==> config.mk <==
export PLATFORM = sky130hd
export DESIGN_NAME = cpht_hash
export DESIGN_NICKNAME = d
export VERILOG_FILES = /design/src/cpht_pkg.sv /design/src/cpht_hash.sv
export SDC_FILE = /design/constraint.sdc
export NUM_CORES = 2
export LEC_CHECK = 0
export ABC_CLOCK_PERIOD_IN_PS = 20700
export BUFFER_PORTS_ARGS = -buffer_cell sky130_fd_sc_hd__buf_2
export CAP_MARGIN = 20
export CORE_UTILIZATION = 50
export CTS_CLUSTER_DIAMETER = 80
export DETAILED_ROUTE_END_ITERATION = 16
export GPL_ROUTABILITY_DRIVEN = 0
export PLACE_DENSITY = 0.77
export SLEW_MARGIN = 20
export SYNTH_ARGS = -nofsm -noshare
export SYNTH_HDL_FRONTEND = slang
export SYNTH_SLANG_ARGS = --single-unit
==> constraint.sdc <==
create_clock -name clock -period 20.7 [get_ports clock]
set_input_delay 4.14 -clock clock [delete_from_list [all_inputs] [get_ports clock]]
set_output_delay 4.14 -clock clock [all_outputs]
set_load 0.03 [all_outputs]
==> src/cpht_pkg.sv <==
// cpht_pkg: shared types, codes and constants of the chained probe hash table
// no dependencies; used by cpht_hash and chained_probe_hash_table
package cpht_pkg;

   localparam int KEY_BITS    = 64;
   localparam int LINK_BITS   = 7;
   localparam int OFFSET_BITS = 20;
   localparam int PROBE_SLOTS = 128;
   localparam int COUNT_BITS  = 11;

   localparam logic [63:0] HASH_MUL = 64'd11400714819323198103;

   localparam logic [1:0] FN_LOOKUP = 2'd0;
   localparam logic [1:0] FN_INSERT = 2'd1;
   localparam logic [1:0] FN_REMOVE = 2'd2;
   localparam logic [1:0] FN_NONE   = 2'd3;

   localparam logic [1:0] ST_OK   = 2'd0;
   localparam logic [1:0] ST_MISS = 2'd1;
   localparam logic [1:0] ST_FULL = 2'd2;

   localparam logic [23:0] RATIO_Q23 [14] = '{
      24'd8455180, 24'd8531592, 24'd8600085, 24'd8663637, 24'd8724152,
      24'd8783359, 24'd8839605, 24'd8895255, 24'd8951156, 24'd9006169,
      24'd9061408, 24'd9115791, 24'd9173052, 24'd9227469
   };

   typedef logic [PROBE_SLOTS-1:0][OFFSET_BITS-1:0] offset_table_type;

   typedef struct packed {
      logic [1:0]          func;
      logic [KEY_BITS-1:0] key;
      logic [63:0]         value_in;
   } req_type;

   typedef struct packed {
      logic [1:0]            status;
      logic [63:0]           value_out;
      logic [COUNT_BITS-1:0] entry_count;
   } rsp_type;

   // geometric probe offsets, evaluated at elaboration
   function automatic offset_table_type build_offsets(input int table_bits,
                                                      input int probe_count);
      offset_table_type t;
      longint unsigned  p;
      longint unsigned  r;
      t = '0;
      p = 64'd1;
      r = 64'(RATIO_Q23[table_bits - 7]);
      for (int i = 1; i < probe_count - 1; i++) begin
         t[i] = p[OFFSET_BITS-1:0];
         p = (p * r + 64'd8388607) >> 23;
      end
      return t;
   endfunction

endpackage

==> src/cpht_hash.sv <==
// cpht_hash: multiplicative home bucket hash, one partial product per step
// one shared 32x32 multiplier; depends on cpht_pkg
module cpht_hash #(
   parameter int TABLE_BITS = 10
) (
   input  logic                  clock,
   input  logic                  reset,
   input  logic                  start,
   input  logic [63:0]           key,
   output logic                  done,
   output logic [TABLE_BITS-1:0] home
);

   logic [2:0]            step_ff, step_in;
   logic [63:0]           key_ff, key_in;
   logic [63:0]           prod_ff, prod_in;
   logic [63:0]           acc_ff, acc_in;
   logic                  done_ff, done_in;
   logic [TABLE_BITS-1:0] home_ff, home_in;
   logic [31:0]           mul_a, mul_b, hi_sum;
   logic [63:0]           mul_p;

   assign mul_a  = (step_ff == 3'd3) ? key_ff[63:32] : key_ff[31:0];
   assign mul_b  = (step_ff == 3'd2) ? cpht_pkg::HASH_MUL[63:32] : cpht_pkg::HASH_MUL[31:0];
   assign mul_p  = mul_a * mul_b;
   assign hi_sum = acc_ff[63:32] + prod_ff[31:0];

   always_comb begin
      step_in = step_ff;
      key_in  = key_ff;
      prod_in = prod_ff;
      acc_in  = acc_ff;
      done_in = 1'b0;
      home_in = home_ff;
      unique case (step_ff)
         3'd0: begin
            if (start) begin
               key_in  = key;
               step_in = 3'd1;
            end
         end
         3'd1: begin
            prod_in = mul_p;
            step_in = 3'd2;
         end
         3'd2: begin
            acc_in  = prod_ff;
            prod_in = mul_p;
            step_in = 3'd3;
         end
         3'd3: begin
            acc_in  = {hi_sum, acc_ff[31:0]};
            prod_in = mul_p;
            step_in = 3'd4;
         end
         3'd4: begin
            home_in = hi_sum[31 -: TABLE_BITS];
            done_in = 1'b1;
            step_in = 3'd0;
         end
         default: begin
            step_in = 3'd0;
         end
      endcase
   end

   always_ff @(posedge clock) begin
      if (reset) begin
         step_ff <= 3'd0;
         done_ff <= 1'b0;
      end else begin
         step_ff <= step_in;
         done_ff <= done_in;
      end
      key_ff  <= key_in;
      prod_ff <= prod_in;
      acc_ff  <= acc_in;
      home_ff <= home_in;
   end

   assign done = done_ff;
   assign home = home_ff;

endmodule

==> results.toml <==
[cells_and_area]
drive_gt1_share_pct = 5.305
antenna_cells = 0
syn2layout_area_growth_pct = 5.883
fin_nets = 4462

[hold_path]
min_path_type = "reg2reg"

[clocking]
clk_latency_ns = 0.54
htree_levels = 4
cts_resized = 0
hold_buffers = 0
cts_buffers = 17
cts-root-buf = "clkbuf_16"
cts_tree = "done"
cts_max_path_buffers = 2
cts_sinks = 174
clk_pin_slew_ns = 0.09
cts_setup_buffers = 0

[synthesis]
ys_ff_latch = 174
synth.largest_area_cell = "fa_1"
yosys_warnings = 0
syn-cell-area_sq_um = 32940
ys_seq_area_share_pct = 15.74
synth-edff-count = 170
synth.most_common_cell = "inv_1"
synthTopCellsByArea = "fa_1, ha_1, edfxtp_1"
synthCells = 3329
synth_common_cells = "inv_1, fa_1, ha_1"
synth_area_per_cell_sq_um = 9.896
yosysTopAreaCellShare_pct = 36.28
ys.flop_type = "edfxtp_1"
ys_async_sr_fraction_pct = 0
ys_types = 69

[routing]
drt-pass1-iter-count = 6
drt_wl_total_microns = 89300
drc = 0
drt_iter0_drc = 2319
vias = 23570
vias_per_cell = 5.573
wire_per_inst_microns = 21.12
postRouteAntennaNets = 0

[timing]
layout_min_cycle_time_ns = 10.83
drv_slew = 0
rsz0062_at_grt = "false"
setup_tns_ns = 0
max_slew_margin_pct = 33.37
skew_ns = 0.02751
fmax_ghz = 0.09234
hold_viol = 0
holdWs_ns = 0.5178
setup_viol = 0
tightest_slew_ns = 0.9994
period_share_pct = 52.32

[die]
dieArea_sq_um = 66920
io_pins = 78
die_x_microns = 258.7
start_util_pct = 50.83
fp-row-count = 93
fp.dieH_microns = 258.7
design.core.area_sq_um = 64810

[setup_path]
cp_slowest_stage_delay_ns = 0.69
crit_buf_inv = 8
worstPathArrival_ns = 11.09
crit_family = "adder cells"
crit_required_ns = 20.96
crit_type = "reg2reg"
start_kind = "flip-flop"
critPathSlowestCell = "and2_2"
crit_fanout = 28
crit_path_end_kind = "flip-flop"
cp_common_cell = "fa_1"

[global_route]
grt_first_pass_wirelength_microns = 135800
antenna_found_initial = 2
grt_pass1_vias = 24340
gr-usage-all-layers_pct = 27.40
grt-ovfl-total = 0
grt_max_degree = 65

[placement]
io_buffers = 77
hpwl_microns = 76460

[flow_run]
cap_violations = 0

[run_status]
status = "finished, final reports clean"
==> cells in the final DEF (no fill, tap or decap), drive strengths merged, types with 8 or more instances in the layout <==
cell / count
inv: 848
fa: 597
ha: 437
nand2: 231
nor2: 183
edfxtp: 170
a21oi: 140
xnor2: 115
buf: 94
o21ai: 93
a21o: 79
xor2: 38
nor3: 35
conb: 35
and2: 24
nand4: 20
o21bai: 19
mux2i: 18
clkbuf: 17
nand3: 15
and3: 14
a31oi: 14
mux2: 12
o21a: 11
nor2b: 11
a211oi: 9
o211ai: 8
==> path summary, 6_finish.rpt <==
check | slack [ns] | cells past startpoint | endpoint | from
min | 0.52 | 2 | acc_ff[33]$_DFFE_PP_ | prod_ff[33]$_DFFE_PP_
max | 9.87 | 30 | prod_ff[57]$_DFFE_PP_ | step_ff[1]$_SDFFE_PP0P_
max reg2reg | 9.87 | 30 | prod_ff[57]$_DFFE_PP_ | step_ff[1]$_SDFFE_PP0P_
min reg2reg | 0.52 | 2 | acc_ff[33]$_DFFE_PP_ | prod_ff[33]$_DFFE_PP_
==> worst min-delay path: cells and delay by family, from the launching register on <==
kind / cells / cell delay [ns]
and+or+nand+nor: 1 / 0.04
AOI/OAI and AO/OA: 1 / 0.06
DFF: 1 / 0.33
==> state kept, by name, summed over array words and instances, names as in the netlist <==
name and count:
step_ff 3, acc_ff 32, done 1, prod_ff 64
key_ff 64, home 10
==> cells by family (layout without fill, tap and decap cells) <==
family          count (synthesis)  count (layout)  synth area share (%)
compound gates                420             420                 7.999
simple gates                  563             563                 7.433
fa+ha+maj                    1034            1034                 52.88
mux                            30              30                0.9685
buf+inv                       953             965                 10.90
flops                         174             174                 15.74
other cells                     2              35               0.02280
xor+xnor                      153             153                 4.068
==> metal layers <==
metal  GRT usage [%]  wire length, microns
met3           7.101                  9142
met2           43.69                 41690
met1           34.48                 33610
met5               0                    42
met4           13.92                  4820
==> final cells by class <==
cell class	count	area, sq um
fillers	5495	29930
flip-flops and latches	174	5185
multi-input cells	2235	24320
clock inverters	15	220.2
inverters	839	3149
well taps	855	1070
clock buffers	17	425.4
repair buffers	94	510.5
==> through the flow <==
step	utilization [%]	setup WS (ns)	area, sq um	instances
6_report	53.82	9.870	34880	4229
5_1_grt	53.82	9.363	34880	4229
4_1_cts	53.81	9.564	34880	4229
3_5_place_dp	52.82	9.650	34230	4197
3_3_place_gp	52.81	9.837	34230	4196
2_1_floorplan	-	9.403	33070	3362
Power is left out: the tool's default activity adds up to more than one toggle a clock period on the data nets, which glitch-free logic cannot reach.
