File: config.mk
export PLATFORM = sky130hd
export DESIGN_NAME = cpht_ram
export DESIGN_NICKNAME = d
export VERILOG_FILES = /design/src/cpht_ram.sv
export SDC_FILE = /design/constraint.sdc
export NUM_CORES = 1
export LEC_CHECK = 0
export ABC_CLOCK_PERIOD_IN_PS = 5300
export BUFFER_PORTS_ARGS = -buffer_cell sky130_fd_sc_hd__buf_2
export CAP_MARGIN = 10
export CORE_ASPECT_RATIO = 0.8
export CORE_MARGIN = 2
export CORE_UTILIZATION = 35
export DETAILED_ROUTE_END_ITERATION = 12
export GPL_TIMING_DRIVEN = 1
export SLEW_MARGIN = 15
export SYNTH_ARGS = -nofsm -noshare
export SYNTH_HDL_FRONTEND = slang
export SYNTH_SLANG_ARGS = --single-unit
File: constraint.sdc
create_clock -name clock -period 5.3 [get_ports clock]
set_clock_uncertainty 0.1 [all_clocks]
set_input_delay 0.795 -clock clock [delete_from_list [all_inputs] [get_ports clock]]
set_output_delay 0.795 -clock clock [all_outputs]
set_load 0.05 [all_outputs]
File: src/cpht_ram.sv
// cpht_ram: generic single write port, single read port memory, registered read
// no dependencies
module cpht_ram #(
   parameter int WIDTH = 8,
   parameter int DEPTH = 16
) (
   input  logic                     clock,
   input  logic                     wr_en,
   input  logic [$clog2(DEPTH)-1:0] wr_addr,
   input  logic [WIDTH-1:0]         wr_data,
   input  logic                     rd_en,
   input  logic [$clog2(DEPTH)-1:0] rd_addr,
   output logic [WIDTH-1:0]         rd_data
);

   logic [WIDTH-1:0] mem [DEPTH];
   logic [WIDTH-1:0] rd_data_ff;

   always_ff @(posedge clock) begin
      if (wr_en) begin
         mem[wr_addr] <= wr_data;
      end
      if (rd_en) begin
         rd_data_ff <= mem[rd_addr];
      end
   end

   assign rd_data = rd_data_ff;

endmodule

==> results.md, run 1 <==
Clock tree:
- The register clock-pin slew on the reported worst setup and hold paths is 60 ps.
- TritonCTS built the clock tree.
- The number of buffers on the longest clock path is 2.
- Once the clock tree was built, the resizer swapped 0 gates to a different size.
- The number of clock buffers added by TritonCTS is 17.
- The clock reaches the later pin of the worst-skew pair after 410 ps.
- The H-tree generated during clock tree synthesis spans 4 levels.
- The post-CTS setup buffer count is 0.
- The tree built by TritonCTS fans out to 136 sinks.
- The number of hold buffers added after CTS is 0.
- The tree is rooted in a clkbuf_16.

Timing:
- For the pin with the worst max-slew slack, the measured transition is 1070 ps.
- Measured against its own limit, the worst slew margin works out to 0.283.
- Setup repair after global routing left no endpoint under its margin.
- Of the available clock period, the critical path in the final layout requires 0.488.
- The count of final setup violators is 0.
- The number of slew-limit violations in the final report is 0.
- Setup total negative slack on the finished layout was measured at 0 ps.
- Based on the critical path, the design can be clocked at up to 387 MHz.
- The clock period minus final worst setup slack is around 2600 ps.
- The hold violation total from the final report is 0.

Critical path:
- STA classifies the critical path startpoint as an input pin.
- For this design, the slowest cell found on the critical path is buf_2.
- The startpoint identified for the worst register-to-register timing path is mem[3][7].
- For the worst setup path, the data required time is 5360 ps.
- The largest single stage delay on the critical path is 780 ps.
- The endpoint of the worst register-to-register path is rd_data[7].
- Along the worst path, the maximum fanout reaches 32.
- The endpoint of the most critical setup path is rd_data[3].
- The signal on the critical path passes through buf_2, mux4_1, a22oi_1, nand2_1.
- The startpoint-to-endpoint class of the critical path is input pin to flip-flop.
- In this run the number of cells on the critical path is 4.
- The cell count of the worst reg-to-reg path is 3.
- Tracing the worst setup path back leads to its startpoint at rd_addr[0].
- The worst path arrival time is 2650 ps.
- The worst register-to-register path has a setup slack of around 3700 ps.
- The worst setup path is captured at a flip-flop.
- The cell class contributing the biggest share of worst-path delay is buffers and inverters.
- The worst path buffer plus inverter count is 1.

Yosys:
- For this run, the leading register cell type out of synthesis is edfxtp_1.
- The cell area that synthesis handed to floorplanning was 5230 sq um.
- The post-synthesis async set-or-reset flop share is 0.
- The share of synthesized cell area in full adder, half adder and majority cells is 0.
- By area, the combinational part of the netlist is dominated by multiplexers.
- The library cell occupying the most area in the post-synthesis netlist is edfxtp_1.
- The share of the synthesized area in the top cell type is 0.781.
- The synthesized-area fraction occupied by ao, oa, aoi and oai cells is 0.0230.
- By area the synthesized netlist is led by edfxtp_1 78%, mux4_2 7.8%, mux4_1 7.0%.
- Among all cell types in the netlist, the one instantiated most often is edfxtp_1.
- The share of cell area taken by muxes after synthesis is 0.148.
- The number of register bits inferred by synthesis is 136.
- The post-synthesis instance total is 229.
- The netlist uses 18 different library cells.
- The synthesized area per cell is 22.8 sq um.
- Synthesis produced a netlist with a net count of 248.
- The fraction of synthesized cell area in xor and xnor cells is 0.
- The simple logic cell fraction of the synthesized area is 0.0314.
- The count of flip-flops with a built-in enable after synthesis is 136.
- After synthesis, the most frequently instantiated cells are 136 x edfxtp_1, 18 x mux4_2, 16 x a22oi_1, 14 x mux4_1, 13 x nor2_1.
- The share of the Yosys chip area taken by registers is 0.781.
- During synthesis, Yosys emitted a total of 0 warnings.

Route:
- The via density per instance is 5.12.
- After detailed routing, the average wire length per cell comes to 21.7 um.
- In the routed design, unresolved DRC markers number 0.
- The first TritonRoute pass finished after 4 iterations.
- The overall routed net length is a little over 10 mm.
- The number of violations reported at the end of detailed-routing iteration 0 is 319.
- Across all layers, the routed design uses roughly 2,400 vias.
- In this run the remaining antenna-violating nets after routing total 0.

Pwr:
- Across the VDD grid, the largest voltage drop is 0.284 mV.
- The total power is ~2.4 mW.
- Summed over all cells, the static leakage comes to 1.99 nW.
- Dividing total power by cell area gives a power density of 399 nW/um^2.

Min path:
- In this run the worst hold path is classified as flip-flop to flip-flop.

Finish:
- The antenna diode instance count is 0.
- Compared with the post-synthesis result, the final layout area differs by 16.2%.
- The layout has 1,255 filler cells.
- The core occupancy in the finished layout is 0.421.
- Of the cells placed in the final design, the portion with a size suffix greater than 1 is 0.261.
- The area taken by flip-flops and latches is 4080 sq um.
- In the final layout, the multi-input gates occupy 1060 sq um.
- The final layout net count is 286.

Floorplan:
- The site row count is 39.
- The standard cell core area is 14,400 sq um.
- The die covers roughly 16,000 sq um.
- The number of primary I/O pins is 27.
- The x dimension of the die is between 100 and 150 um.
- The height of the die is 113 um.
- The effective utilization at floorplan is 0.362.

Global route:
- The number of global-route vias before repair came to 2,474.
- The number of antenna violations at the first check in global routing is 0.
- The largest net degree at the start of global routing is 33.
- The global-route usage over all layers is 0.138.
- The sum of overflow across all layers after global routing is 0.
- The first global-routing pass estimated approximately 15 mm of wire.

Place:
- The number of port buffers is 26.
- The final estimated routing congestion in global placement is 0.681.
- Once detailed placement completed, the half-perimeter wirelength came to 6.32 mm.

Run:
- The tool flagged a number of max-cap violations equal to 0.

Outcome:
- The run finished with clean final reports.
-- cell usage in the layout (no fill, tap or decap), types with 2 or more instances in the layout --
master and n:
a22oi_1 16, buf_2 26, buf_4 3, bufinv_16 2, clkbuf_1 3, clkbuf_16 17, clkinv_1 5, clkinv_2 3
clkinvlp_4 2, edfxtp_1 136, mux4_1 14, mux4_2 18, nand2_1 9, nand2b_1 2, nand3b_1 2, nor2_1 13
nor3_1 3
-- layout make-up --
| cell class | count | share of cell area |
|---|---|---|
| multi-input combinational | 83 | 0.175 |
| sequential | 136 | 0.672 |
| timing repair buffer | 29 | 0.0251 |
| clock inverter | 12 | 0.0179 |
| tap | 184 | 0.0379 |
| clock buffer | 20 | 0.0719 |
-- routing by layer --
metal  vias up  part of all wire  GRT usage
met1      1228              0.45      0.199
met4         0            0.0088     0.0500
met5         -                 0          0
met3         8             0.077     0.0381
met2        81              0.47      0.201
li1       1058                 -          -
-- tightest hold or removal path, delay by kind of cell (launching register included) --
kind            cells  cell delay (ps)
flops               1              310
simple gates        1               60
compound gates      1               60
mux                 1              230
-- cells by family (layout without fill, tap and decap cells) --
group	count (synthesis)	after routing
mux	32	32
compound gates	16	16
flops	136	136
buf+inv	10	61
simple gates	35	35
-- metrics by stage --
step / area [sq um] / setup slack [ps] / std cells / hold WS, ps
after floorplan: 5230 / 2910 / 229 / 605
after global placement: 5530 / 2240 / 432 / 635
after detailed placement: 5530 / 2230 / 432 / 650
after CTS: 6070 / 2660 / 464 / 659
after global routing: 6070 / 2590 / 464 / 661
final: 6070 / 2720 / 464 / 658
-- power by group --
part / internal (mW) / switching [mW]
clock network: 0.680 / 0.401
registers: 1.21 / 0.00725
logic: 0.0422 / 0.0785
total: 1.93 / 0.486
-- flip-flops by register name, indices dropped and copies added, names as in the netlist --
name / count
rd_data: 8
mem: 128
-- worst min-delay path by stage --
stage	to	cells after the start	startpoint
global route	rd_data[3]	1	rd_en
detailed placement	rd_data[2]	3	mem[11][2]
CTS	rd_data[2]	3	mem[14][2]
floorplan	rd_data[0]	3	mem[7][0]
global placement	rd_data[2]	3	mem[11][2]
finish	rd_data[2]	3	mem[14][2]
(Power assumes the default switching activity.)
==> inputs of run 2 (changes only) <==
--- a/config.mk
+++ b/config.mk
@@ -5,7 +5,8 @@
 export SDC_FILE = /design/constraint.sdc
 export NUM_CORES = 1
 export LEC_CHECK = 0
-export ABC_CLOCK_PERIOD_IN_PS = 5300
+export ABC_AREA = 1
+export ABC_CLOCK_PERIOD_IN_PS = 2550
 export BUFFER_PORTS_ARGS = -buffer_cell sky130_fd_sc_hd__buf_2
 export CAP_MARGIN = 10
 export CORE_ASPECT_RATIO = 0.8
==> constraint.sdc (replaced) <==
create_clock -name clock -period 2.55 [get_ports clock]
set_clock_uncertainty 0.1 [all_clocks]
set_input_delay 0.3825 -clock clock [delete_from_list [all_inputs] [get_ports clock]]
set_output_delay 0.3825 -clock clock [all_outputs]
set_load 0.05 [all_outputs]
==> run 2 against run 1 <==
Against the previous run:
- clock-buffer cell count is 1 lower
- area after synthesis up 12%
- sequential share of layout area down 6.7 points
- sequential power grew 110%
- non-clock buffer count unchanged
- core utilization shrank 1.0 points
- hold slack got worse by 410 ps
- largest power group is now the clock network
- highest routed layer unchanged
==> results.md, run 2 <==
Yosys:
- The predominant post-synthesis flop cell is edfxtp_1.
- The number of register bits inferred by synthesis is 136.
- nand2_1 is the most common cell in the netlist.
- When the netlist entered floorplanning its net count stood at 570.
- Of the post-synthesis cell area, the dominant cell type holds 0.698.
- In the synthesized netlist, the number of instances is 551.
- The share of the Yosys chip area taken by registers is 0.698.
- The synthesis warning total is 0.
- The synthesized area per cell is around 11 sq um.
- In the synthesized netlist, the cells that appear most often are 173 x nand2_1, 136 x edfxtp_1, 100 x inv_1, 97 x nand3_1, 17 x nor2_1.
- The number of distinct library cell variants in the gate-level netlist after synthesis is 11.
- The post-synthesis async set-or-reset flop share is 0.
- In this run the cell area of the synthesized design comes to 5850 sq um.
- The count of flip-flops with a built-in enable after synthesis is 136.
- The largest total area in the synthesized netlist belongs to edfxtp_1.
- In the post-synthesis netlist, the biggest area contributors are edfxtp_1 70%, nand2_1 11%, nand3_1 8.3%.

Floorplan:
- The height of the die is 120 um.
- Measured along the x axis, the die boundary spans 149 um.
- The initialized floorplan defines 42 standard-cell rows.
- The number of primary I/O pins is 27.
- The standard cell core area is 16,400 sq um.
- The effective utilization at floorplan is 0.355.
- The area of the die is ~18,000 sq um.

Pwr:
- The total power is roughly 5.4 mW.
- VDD sags by at most 0.586 mV.
- The power density of the placed cells is 806 nW/um^2.
- The static power due to leakage is roughly 2.9 nW.

Clock tree:
- The H-tree level count is 4.
- The cell at the root of the clock tree is clkbuf_16.
- The post-cts resize count is 0.
- TritonCTS built the clock tree.
- The number of hold buffers added after CTS is 0.
- Clock-pin slew was measured on the worst setup and hold paths at 50 ps.
- The number of buffers on the longest clock path is 2.
- The number of clock sinks is approximately 140.
- The clock reaches the later pin of the worst-skew pair after 420 ps.
- Counting the buffers created by CTS gives 17.
- The post-CTS setup buffer count is 0.

Critical path:
- In this run the register-to-register setup slack is 1270 ps.
- STA puts the critical path data required time at 2620 ps.
- The worst setup path is captured at a flip-flop.
- The startpoint-to-endpoint class of the critical path is input pin to flip-flop.
- Data on the critical path arrives at its endpoint at 1910 ps.
- The critical path launch point type is an input pin.
- Of all nets on the critical path, the largest fanout is 33.

Global route:
- The first global-routing pass estimated approximately 21 mm of wire.
- The number of antenna violations at the first check in global routing was 0.
- After global routing the overflow that remains totals 0.
- The largest net degree at the start of global routing is 65.
- The number of global-route vias before repair is about 3,600.
- In the global route stage, overall resource usage came out at 0.158.

Min path:
- The worst hold path class is input pin to flip-flop.

Timing:
- The number of slew-limit violations in the final report is 0.
- Headroom to the max-slew limit came out at 0.405.
- The final critical-path share of the clock period is 0.722.
- The count of final setup violators is 0.
- The clock period minus final worst setup slack is 1840 ps.
- The accumulated negative setup slack is 0 ps.
- The hold violation total from the final report was 0.
- Timing would allow up to 543 MHz.
- At the pin with the least slew margin, the transition time is 889 ps.
- Setup repair after global routing left no endpoint under its margin.

Finish:
- The proportion of layout cells with a drive suffix above 1 is 0.0935.
- The antenna diode instance count is 0.
- The number of flip-flops under the largest register name is 128.
- More flip-flops sit in one register than any other, and that register is mem.
- The final layout net count is 594.
- The area added between synthesis and finish is 15.4%.
- Measured on the finished design, the core utilization comes to 0.410.
- Leaving out fill and tap cells, the most frequent cells in the layout are 173 x nand2_1, 136 x edfxtp_1, 100 x inv_1, 97 x nand3_1, 26 x buf_2.
- The library cell used most frequently in the layout, excluding fill and tap cells, is nand2_1.

Route:
- The first routing iteration left approximately 400 violations.
- For this block, the routed nets add up to 13.3 mm of wire.
- Across all layers, the routed design uses 3,764 vias.
- The post-route DRC violation count is 0.
- The pre-antenna-repair detailed-routing pass consisted of 5 iterations.
- After detailed routing, the number of vias per cell comes to 4.66.
- The routed length per instance is 16.5 um.
- In this run the remaining antenna-violating nets after routing total 0.

Place:
- Routability-driven placement finished with a final weighted congestion of 0.821.
- The number of port buffers is 26.
- The HPWL reported at the end of detailed placement is 8.41 mm.

Outcome:
- The flow ran to the end, and the final reports show no timing, DRC or antenna violations.

Run:
- The number of violations of the max-capacitance limit is 0.
## run 2: cell families after synthesis
logic type | count (synthesis) | share of synthesized area
buffers and inverters | 126 | 0.0939
DFF | 136 | 0.698
and+or+nand+nor | 289 | 0.208
## run 2: final cells by class
class                   instances  area, sq um
fillers                      1569         9700
repair buffers                 29          178
flip-flops and latches        136         4080
clock inverters                13          183
clock buffers                  19          433
inverters                     102          383
multi-input cells             289         1210
well taps                     220          275
## run 2: worst paths after layout
path                                  from         end  cells after the start
worst max-delay path            rd_addr[1]  rd_data[6]                      6
worst min-delay path                 rd_en  rd_data[7]                      1
worst max register to register   mem[3][5]  rd_data[5]                      6
worst min register to register   mem[0][3]  rd_data[3]                      6
## run 2: where the power goes
group | switching (mW) | internal, mW | leakage [nW]
Combinational | 0.250 | 0.0812 | 1.32
Sequential | 0.0154 | 2.52 | 1.24
Clock | 0.865 | 1.71 | 0.300
## run 2: metrics by stage
stage	instances	instance area (sq um)	setup WS (ps)	hold slack, ps
floorplan	551	5850	1120	381
global placement	776	6130	339	659
detailed placement	776	6130	291	656
CTS	808	6750	721	239
global route	808	6750	570	237
finish	808	6750	708	249
## run 2: worst max-delay path: stages
cell and delay (ps):
buf_2 510, inv_2 450, nand3_1 190, nand3_1 130, nand3_1 140, nand2_1 80
## run 2: layer usage
metal  global-route usage  wire length, um  vias up  part of all wire
met2                0.229             5840      136              0.44
met4               0.0464              129        0            0.0097
met1                0.235             6360     1787              0.48
li1                     -                -     1828                 -
met3               0.0414              989       13             0.074
met5                    0                0        -                 0
==> inputs of run 3 (changes only) <==
--- a/config.mk
+++ b/config.mk
@@ -5,8 +5,8 @@
 export SDC_FILE = /design/constraint.sdc
 export NUM_CORES = 1
 export LEC_CHECK = 0
-export ABC_AREA = 1
-export ABC_CLOCK_PERIOD_IN_PS = 2550
+export ABC_AREA = 0
+export ABC_CLOCK_PERIOD_IN_PS = 1800
 export BUFFER_PORTS_ARGS = -buffer_cell sky130_fd_sc_hd__buf_2
 export CAP_MARGIN = 10
 export CORE_ASPECT_RATIO = 0.8
==> constraint.sdc (replaced) <==
create_clock -name clock -period 1.8 [get_ports clock]
set_clock_uncertainty 0.1 [all_clocks]
set_input_delay 0.27 -clock clock [delete_from_list [all_inputs] [get_ports clock]]
set_output_delay 0.27 -clock clock [all_outputs]
set_load 0.05 [all_outputs]
==> run 3 against run 2 <==
Against the previous run:
- via count shrank 34%
- die area down 10%
- register-to-register slack got worse by 1100 ps
- combinational power grew 20%
- power grew 36%
- sequential share of layout area increased by 4.2 points
- worst setup slack got worse by 510 ps
- first-iteration DRC count shrank 48%
- routed wire length fell by 20%
- global-route usage fell by 1.6 points
- sequential power up 41%
- largest cell class unchanged
==> results.md, run 3 (synthesized netlist as in run 1, its figures left out) <==
Finish:
- After the last flow step, the layout net total stands at 307.
- The register with the most flip-flops is mem.
- The register with the most flip-flops in the layout has approximately 130 of them.
- The most frequent standard cell in the layout excluding fill and tap cells is edfxtp_1.
- Leaving out fill and tap cells, the most frequent cells in the layout are 136 x edfxtp_1, 26 x buf_2, 22 x buf_4, 18 x mux4_2, 17 x clkbuf_16.
- In the final layout, the share of cells above drive strength 1 is 0.339.
- The area added between synthesis and finish is 20.7%.

Floorplan:
- The number of primary I/O pins is 27.
- The total area inside the core boundary comes to 14,400 sq um.
- The die covers 15,900 sq um.
- For this configuration, the core starts out at a cell density of 0.362.
- In this run the core area contains 39 standard-cell rows.
- Measured along the x axis, the die boundary spans roughly 140 um.
- The height of the die is 113 um.

Pwr:
- The static power due to leakage is 2.14 nW.
- The total power is 7.41 mW.
- The maximum vdd ir drop is between 0.7 and 0.8 mV.
- The power density of the placed cells is approximately 1200 nW/um^2.

Global route:
- The global-route wire length before repair is 15.9 mm.
- Global routing finished with a remaining overflow of 0.
- The number of global-route vias before repair is 2,618.
- The largest net degree at the start of global routing is 22.
- The global-route usage over all layers is 0.143.
- The number of antenna violations at the first check in global routing is 0.

Route:
- The number of violations reported at the end of detailed-routing iteration 0 is 209.
- The post-route DRC violation count is 0.
- The overall via count from detail_route is 2,468.
- The routed design has roughly 11 mm of wire.
- In the final routed layout, each cell accounts on average for about 22 um.
- The number of detailed-route iterations in the first pass is 4.
- The via density per instance is 5.08.
- The remaining antenna violation count after routing is 0.

Critical path:
- Traced cell by cell, the critical path runs through mux4_1, a22oi_1, nand2_1.
- For the worst setup path, the data required time is 1860 ps.
- Data arrives at the worst endpoint at 1650 ps.
- The critical-path cell with the highest stage delay is mux4_1.
- The biggest cell delay along the critical path is between 500 and 600 ps.
- STA classifies the critical path startpoint as a flip-flop.
- The critical-path maximum fanout is 1.
- The type of element capturing the critical path is a flip-flop.
- By startpoint and endpoint, the worst setup path is classified as flip-flop to flip-flop.
- For the worst flop-to-flop path, the logic depth is 3.

Place:
- The number of port buffers is 26.
- OpenSTA, run right after detailed placement, puts the worst setup slack at -162 ps.
- The final estimated routing congestion in global placement is 0.707.
- The HPWL reported at the end of detailed placement is 6.76 mm.

Timing:
- Timing would allow up to between 600 and 700 MHz.
- Setup repair after global routing left no endpoint under its margin.
- The clock period minus final worst setup slack is 1600 ps.
- The count of final setup violators is 0.
- For the pin with the worst max-slew slack, the measured transition is 668 ps.
- The number of slew-limit violations in the final report is 0.
- Hold timing on the final database bottoms out at a slack of 107 ps.
- The hold violation total from the final report is 0.
- The worst setup slack after layout is 202 ps.
- In the finished design, the share of the clock period the worst path needs comes to 0.888.
- The worst slew margin relative to its limit is 0.553.

Clock tree:
- The clock passes through at most 2 buffers.
- The CTS tree is built.
- After clock tree synthesis, the clock-pin slew on the worst setup and hold paths is 60 ps.
- Buffers inserted during clock tree synthesis total 17.
- The cell at the root of the clock tree is clkbuf_16.
- Once the clock tree was built, the setup fixing pass inserted 0 buffers.
- The number of hold buffers added after CTS is 0.
- The post-cts resize count is 0.
- The clock latency reported for the late side of the worst-skew pair is 420 ps.
- The H-tree was split into 4 levels.
- The tree built by TritonCTS fans out to 136 sinks.

Run:
- Max-cap violations in this run came to 0.

Outcome:
- The flow ran to the end, and the final reports show no timing, DRC or antenna violations.

Min path:
- Along the worst hold path, the cell count comes to 1.
- The worst hold path class is input pin to flip-flop.
==> run 3: cell types whose count changed in the layout (fill, tap and decap cells not counted), sizes merged, moves of 16 or more <==
cell | previous run | this run
nand2 | 173 | 9
inv | 102 | 4
nand3 | 97 | 1
buf | 29 | 50
a22oi | 0 | 16
mux4 | 0 | 32
==> run 3: where the power goes <==
part / switching [mW] / leakage (nW) / total [mW] / internal [mW]
clock: 1.36 / 0.293 / 3.43 / 2.07
combinational: 0.255 / 0.610 / 0.399 / 0.145
sequential: 0.0153 / 1.24 / 3.58 / 3.57
==> run 3: critical path: cells and delay by family (launching register included) <==
| family | cells | cell delay, ps |
|---|---|---|
| multiplexers | 1 | 520 |
| flip-flops | 1 | 370 |
| AO/OA/AOI/OAI | 1 | 250 |
| AND/OR/NAND/NOR | 1 | 90 |
==> run 3: area by class of cell <==
cell class                      instances  area [sq um]
Timing Repair Buffer                   50           335
Clock buffer                           17           425
Clock inverter                         15           170
Multi-Input combinational cell         83          1060
Fill cell                            1235          8130
Antenna cell                            1          2.50
Tap cell                              184           230
Sequential cell                       136          4080
==> run 3: path summary, 6_finish.rpt <==
| path | from | to | slack, ps |
|---|---|---|---|
| setup / recovery | mem[9][5] | rd_data[5] | 200 |
| hold / removal | rd_en | rd_data[7] | 110 |
| setup reg to reg | mem[9][5] | rd_data[5] | 200 |
| hold reg to reg | mem[3][3] | rd_data[3] | 670 |
==> run 3: metal layers <==
layer | wire (um) | GRT usage | vias up
li1 | - | - | 1101
met1 | 5040 | 0.199 | 1292
met2 | 5130 | 0.219 | 63
met3 | 457 | 0.0461 | 12
met4 | 87 | 0.0400 | 0
met5 | 0 | 0 | -
==> run 3: per-stage QoR <==
step	instances	area [sq um]	util	setup TNS (ps)
after floorplan	229	5230	-	0
after global placement	453	5710	0.395	-989
after detailed placement	453	5710	0.395	-1020
after CTS	485	6310	0.437	0
after global routing	485	6310	0.437	0
final	486	6310	0.437	0
